--- src/rtl/spq_pkg.sv ---
// Package for the sorted-insert priority queue.
// Request/response payload types, status codes and defaults; no dependencies.
package spq_pkg;

   localparam int DEPTH_DEFAULT = 128;
   localparam int DATA_W        = 32;
   localparam int FILL_W        = 8;

   typedef enum logic {
      MODE_ENQ = 1'b0,
      MODE_DEQ = 1'b1
   } mode_type;

   typedef enum logic [1:0] {
      ST_ENQUEUED = 2'd0,
      ST_DEQUEUED = 2'd1,
      ST_FULL     = 2'd2,
      ST_EMPTY    = 2'd3
   } status_type;

   localparam logic signed [DATA_W-1:0] EMPTY_ITEM = -32'sd1;

   typedef struct packed {
      mode_type                   mode;
      logic signed [DATA_W-1:0]   item_in;
      logic signed [DATA_W-1:0]   prio_in;
   } req_type;

   typedef struct packed {
      logic signed [DATA_W-1:0]   item_out;
      status_type                 status;
      logic [FILL_W-1:0]          fill_count;
   } rsp_type;

   // contents of one queue cell
   typedef struct packed {
      logic                       valid;
      logic signed [DATA_W-1:0]   item;
      logic signed [DATA_W-1:0]   prio;
   } entry_type;

   // broadcast control to every cell
   typedef struct packed {
      logic                       enq;
      logic                       deq;
      logic signed [DATA_W-1:0]   item;
      logic signed [DATA_W-1:0]   prio;
   } cell_ctl_type;

endpackage

--- src/rtl/spq_cell.sv ---
// One cell of the queue's systolic row: holds one entry and trades with neighbors.
// Depends on spq_pkg (entry_type, cell_ctl_type).
module spq_cell (
   input  logic                 clock,
   input  logic                 reset,
   input  spq_pkg::cell_ctl_type ctl,
   input  spq_pkg::entry_type   lower,
   input  logic                 lower_keep,
   input  spq_pkg::entry_type   upper,
   output spq_pkg::entry_type   entry,
   output logic                 keep
);

   logic                       valid_ff, valid_in;
   logic signed [31:0]         item_ff, item_in;
   logic signed [31:0]         prio_ff, prio_in;

   // cell 0 is the tail (lowest priority, newest among equals)
   // an entry stays put on insert when its priority is below the new one
   assign keep = valid_ff && (prio_ff < ctl.prio);

   always_comb begin
      valid_in = valid_ff;
      item_in  = item_ff;
      prio_in  = prio_ff;
      if (ctl.deq) begin
         valid_in = upper.valid;
         item_in  = upper.item;
         prio_in  = upper.prio;
      end else if (ctl.enq && !keep) begin
         if (lower_keep) begin
            valid_in = 1'b1;
            item_in  = ctl.item;
            prio_in  = ctl.prio;
         end else begin
            valid_in = lower.valid;
            item_in  = lower.item;
            prio_in  = lower.prio;
         end
      end
   end

   always_ff @(posedge clock) begin
      if (reset) begin
         valid_ff <= 1'b0;
      end else begin
         valid_ff <= valid_in;
      end
      item_ff <= item_in;
      prio_ff <= prio_in;
   end

   assign entry.valid = valid_ff;
   assign entry.item  = item_ff;
   assign entry.prio  = prio_ff;

endmodule

--- config.mk ---
export PLATFORM = sky130hd
export DESIGN_NAME = spq_cell
export DESIGN_NICKNAME = d
export VERILOG_FILES = /design/src/rtl/spq_pkg.sv /design/src/rtl/spq_cell.sv
export SDC_FILE = /design/constraint.sdc
export NUM_CORES = 1
export LEC_CHECK = 0
export BUFFER_PORTS_ARGS = -buffer_cell sky130_fd_sc_hd__buf_2
export CAP_MARGIN = 40
export CORE_AREA = 2 2 104 106
export CTS_CLUSTER_SIZE = 25
export DETAILED_ROUTE_END_ITERATION = 12
export DIE_AREA = 0 0 106 108
export PLACE_DENSITY = 0.74
export SKIP_CTS_REPAIR_TIMING = 1
export SYNTH_ARGS = -nofsm -noshare
export SYNTH_HDL_FRONTEND = slang
export SYNTH_SLANG_ARGS = --single-unit
--- constraint.sdc ---
create_clock -name clock -period 5 [get_ports clock]
set_input_delay 1 -clock clock [delete_from_list [all_inputs] [get_ports clock]]
set_output_delay 1 -clock clock [all_outputs]
set_load 0.02 [all_outputs]
# After elaboration in Yosys (flattened, before gate mapping)
# Cells that the tools add are included.
# word_totals
register_bits	65
output_inout_bits	66
# classes
n_reduce_logical	4
n_mux	9
magnitude_cmp	1
# ops
op	n
32-bit 2-to-1 mux	6
32-bit less-than comparator	1
1-bit 2-to-1 mux	3
1-bit logical AND	2
2-bit nonzero test	1
1-bit logical NOT	1

# Longest topological paths before layout
# logic_depth
word_depth	6
mapped_depth	8
depth_no_buf	8

# Worst setup path after synthesis
# Ideal clock, no wire load.
# synth_path
kind	input port to flip-flop
from	in ctl[10] (netlist bit)
to	reg item_ff[0], enable pin
stages	8
t_arrival_ns	4.010
setup_slack_ns	0.562
t_required_ns	4.572
n_path_buf	0
path_cell_list	inv_1 -> ha_1 -> a21oi_1 -> a21boi_1 -> a2111oi_2 -> a31oi_1 -> o311ai_1 -> a31o_1
# synth_via
elab_chain_cells	5
# synth_rtl
item	line	text
start, declared	spq_cell.sv:6	input spq_pkg::cell_ctl_type ctl,
32-bit less-than comparator	spq_cell.sv:20	assign keep = valid_ff && (prio_ff < ctl.prio);
1-bit logical AND	spq_cell.sv:20	
1-bit logical NOT	spq_cell.sv:30	end else if (ctl.enq && !keep) begin
1-bit logical AND	spq_cell.sv:30	
2-bit nonzero test (no source line)	-	
end signal, assigned	spq_cell.sv:49	item_ff <= item_in;
end, declared	spq_cell.sv:15	logic signed [31:0] item_ff, item_in;
# Every way passes these cells.
# A chain may end at the register's enable or synchronous reset.

# Worst setup path in the final report
# layout_path
from	in ctl[10] (netlist bit)
to	out keep
# layout_via
elab_chain_cells	2
# layout_rtl
item	line	text
32-bit less-than comparator	spq_cell.sv:20	
1-bit logical AND	spq_cell.sv:20	
end, declared	spq_cell.sv:11	output logic keep
# Every way passes these cells.

==> impl_metrics.yaml <==
outcome:
  run_status: "finished clean"
floorplan:
  core_um2: 10200
  design.die.area_um2: 11400
  die_x_um: 106
  io_pins: 265
  rows: 37
  die_h_um: 108
  initial_core_util_pct: 40.0
power:
  ir_worst_vdd_mv: 0.153
  p_leak_nw: 2.97
  cellPowerDensity_nw_per_um2: 271
sta:
  rsz0062_at_grt: "false"
  setup_viol: 0
  worst_clock_skew_ns: 0.00942
  setup_tns_ns: 0
  worst_pin_slew_ns: 0.702
  max-slew-margin-rel_pct: 53.2
  hold_violations: 0
  fin_crit_sh_pct: 80.9
  fmax_mhz: 247
  period_minus_slack_ns: 4.04
  slew_violations: 0
worst_hold_path:
  min-delay-start: "valid_ff"
  hold_end: "valid_ff"
  worstHoldPathType: "reg -> reg"
  hold-path-cell-count: 3
synth:
  ys_ff_latch: 65
  synth_area_um2: 4090
  syn_area_per_cell_um2: 10.3
  yosysSeqAreaShare_pct: 47.5
  synthFlopType: "edfxtp_1"
  synth_edf_count: 64
  ys_types: 34
  yosysWarnings: 0
  synthCells: 399
  synthArstFlopShare_pct: 0
  syn_nets: 629
clock_network:
  root_buffer: "clkbuf_8"
  ctsHtreeMaxLevel: 3
  cts_buffers: 9
  clk_pin_slew_ns: 0.06
  clk_latency_ns: 0.33
  cts_sinks: 65
  clockBufferDepth: 2
  cts_tree: "yes"
worst_setup_path:
  path_class: "in -> out"
  worstSetupStartpointType: "input port"
  r2r_setup_slack_ns: 1.71
  required_ns: 4.00
  cp_common_cell: "buf_2"
  rr_endpoint: "prio_ff[10]"
  cp-end-kind: "output pin"
  rr_startpoint: "prio_ff[10]"
  crit_fanout: 3
  cp_slowest_cell: "o311ai_1"
  arrival_ns: 3.04
  worst-r2r-cell-count: 8
  slowest_delay_ns: 0.55
  cp_cell_sequence: "buf_2 -> inv_1 -> ha_1 -> a21oi_1 -> a21boi_1 -> a2111oi_2 -> a31oi_1 -> o311ai_1 -> nand2_1 -> buf_2"
global_route:
  grt_max_degree: 77
  grt_pass1_vias: 3728
  antenna_found_initial: 1
  grt_usage_pct: 19.2
  grt_overflow: 0
  grt_pass1_wl_um: 17200
route:
  first_pass_iters: 4
  wirelength_um: 11500
  drt_iter0_markers: 186
  wire_per_inst_um: 14.4
  postRouteAntennaNets: 0
  viasPerCell: 4.81
  dr_total_vias: 3841
  drc: 0
placed_design:
  dp_hpwl_um: 9220
  routabilityCongestion: 0.844
  port_buffers: 264
layout:
  drive_gt1_share_pct: 43.3
  final_core_utilization_pct: 55.9
  area_delta_synth_final_pct: 39.9
  layout.nets: 886
run:
  maxCapViolCount: 0
placed cells by master (no fill, tap or decap), drive strengths merged, types with 2 or more instances in the layout:
cell / n
clkbuf: 10
clkinv: 3
nand4: 5
o21ai: 67
mux2i: 64
a31oi: 2
a21oi: 10
edfxtp: 64
a2111oi: 2
nand2: 71
a21o: 3
buf: 268
inv: 32
clkinvlp: 2
nor2: 6
or4: 2
nand2b: 2
nor3: 2
nor2b: 3
ha: 31
cell families after synthesis:
| family | synth area share, % |
|---|---|
| buf+inv | 5.20 |
| flops | 47.5 |
| mux | 15.7 |
| fa+ha+maj | 9.48 |
| compound gates | 12.8 |
| simple gates | 9.42 |
power breakdown:
part	internal, mW	switching (mW)	leakage [nW]
Clock	0.227	0.202	0.0897
Combinational	0.179	0.247	2.21
Sequential	0.674	0.0248	0.668
Total	1.08	0.474	2.97
cell type report:
cell class	instances	area (um2)
Clock buffer	10	128
Antenna cell	1	2.50
Multi-Input combinational cell	280	1950
Fill cell	937	4510
Timing Repair Buffer	268	1360
Sequential cell	65	1940
Tap cell	136	170
Inverter	32	120
Clock inverter	6	58.8
registers in the layout (all words and copies together), names as in the netlist:
signal and count:
item_ff 32, prio_ff 32, valid_ff 1
cells in the mapped netlist, types with 3 or more instances:
cell,instances,area [um2]
ha_1,31,388
buf_2,5,25.0
o21ai_0,43,215
nor2_1,6,22.5
nand2_1,71,267
edfxtp_1,64,1920
mux2i_1,64,641
a21oi_1,10,50.1
nand4_1,5,31.3
clkbuf_1,15,56.3
o21ai_1,24,120
a21o_1,3,22.5
inv_1,32,120
nor2b_1,3,18.8
how the worst max path moves through the flow:
stage | start | to | cells past startpoint
floorplan | ctl[10] | item_ff[0] | 8
CTS | ctl[10] | keep | 10
global route | ctl[10] | keep | 10
detailed placement | ctl[10] | keep | 10
finish | ctl[10] | keep | 10
global placement | ctl[10] | keep | 10
metal layers:
metal  global-route usage, %  part of all wire [%]  up-vias
met5                       0                     0        -
met4                    6.30                   1.6        0
met3                    5.00                   7.1       12
met2                    35.2                    52      160
met1                    21.9                    39     1720
li1                        -                     -     1949
stage by stage:
| step | setup WS (ns) | total power, mW | std cells | area (um2) | hold slack, ns |
|---|---|---|---|---|---|
| after detailed placement | 0.937 | 1.14 | 781 | 5530 | 0.650 |
| after floorplan | 0.562 | 0.955 | 399 | 4090 | 0.565 |
| after CTS | 0.928 | 1.57 | 797 | 5720 | 0.659 |
| final | 0.957 | 1.55 | 798 | 5720 | 0.656 |
| after global placement | 0.993 | 1.13 | 781 | 5530 | 0.628 |
| after global routing | 0.744 | 1.64 | 798 | 5720 | 0.701 |
critical path: cells and delay by family:
family,cells,cell delay [ns]
AO/OA/AOI/OAI,5,1.28
adder cells (fa/ha/maj),1,0.32
buffers and inverters,3,0.32
AND/OR/NAND/NOR,1,0.12
Power figures use the tool's default switching activity.
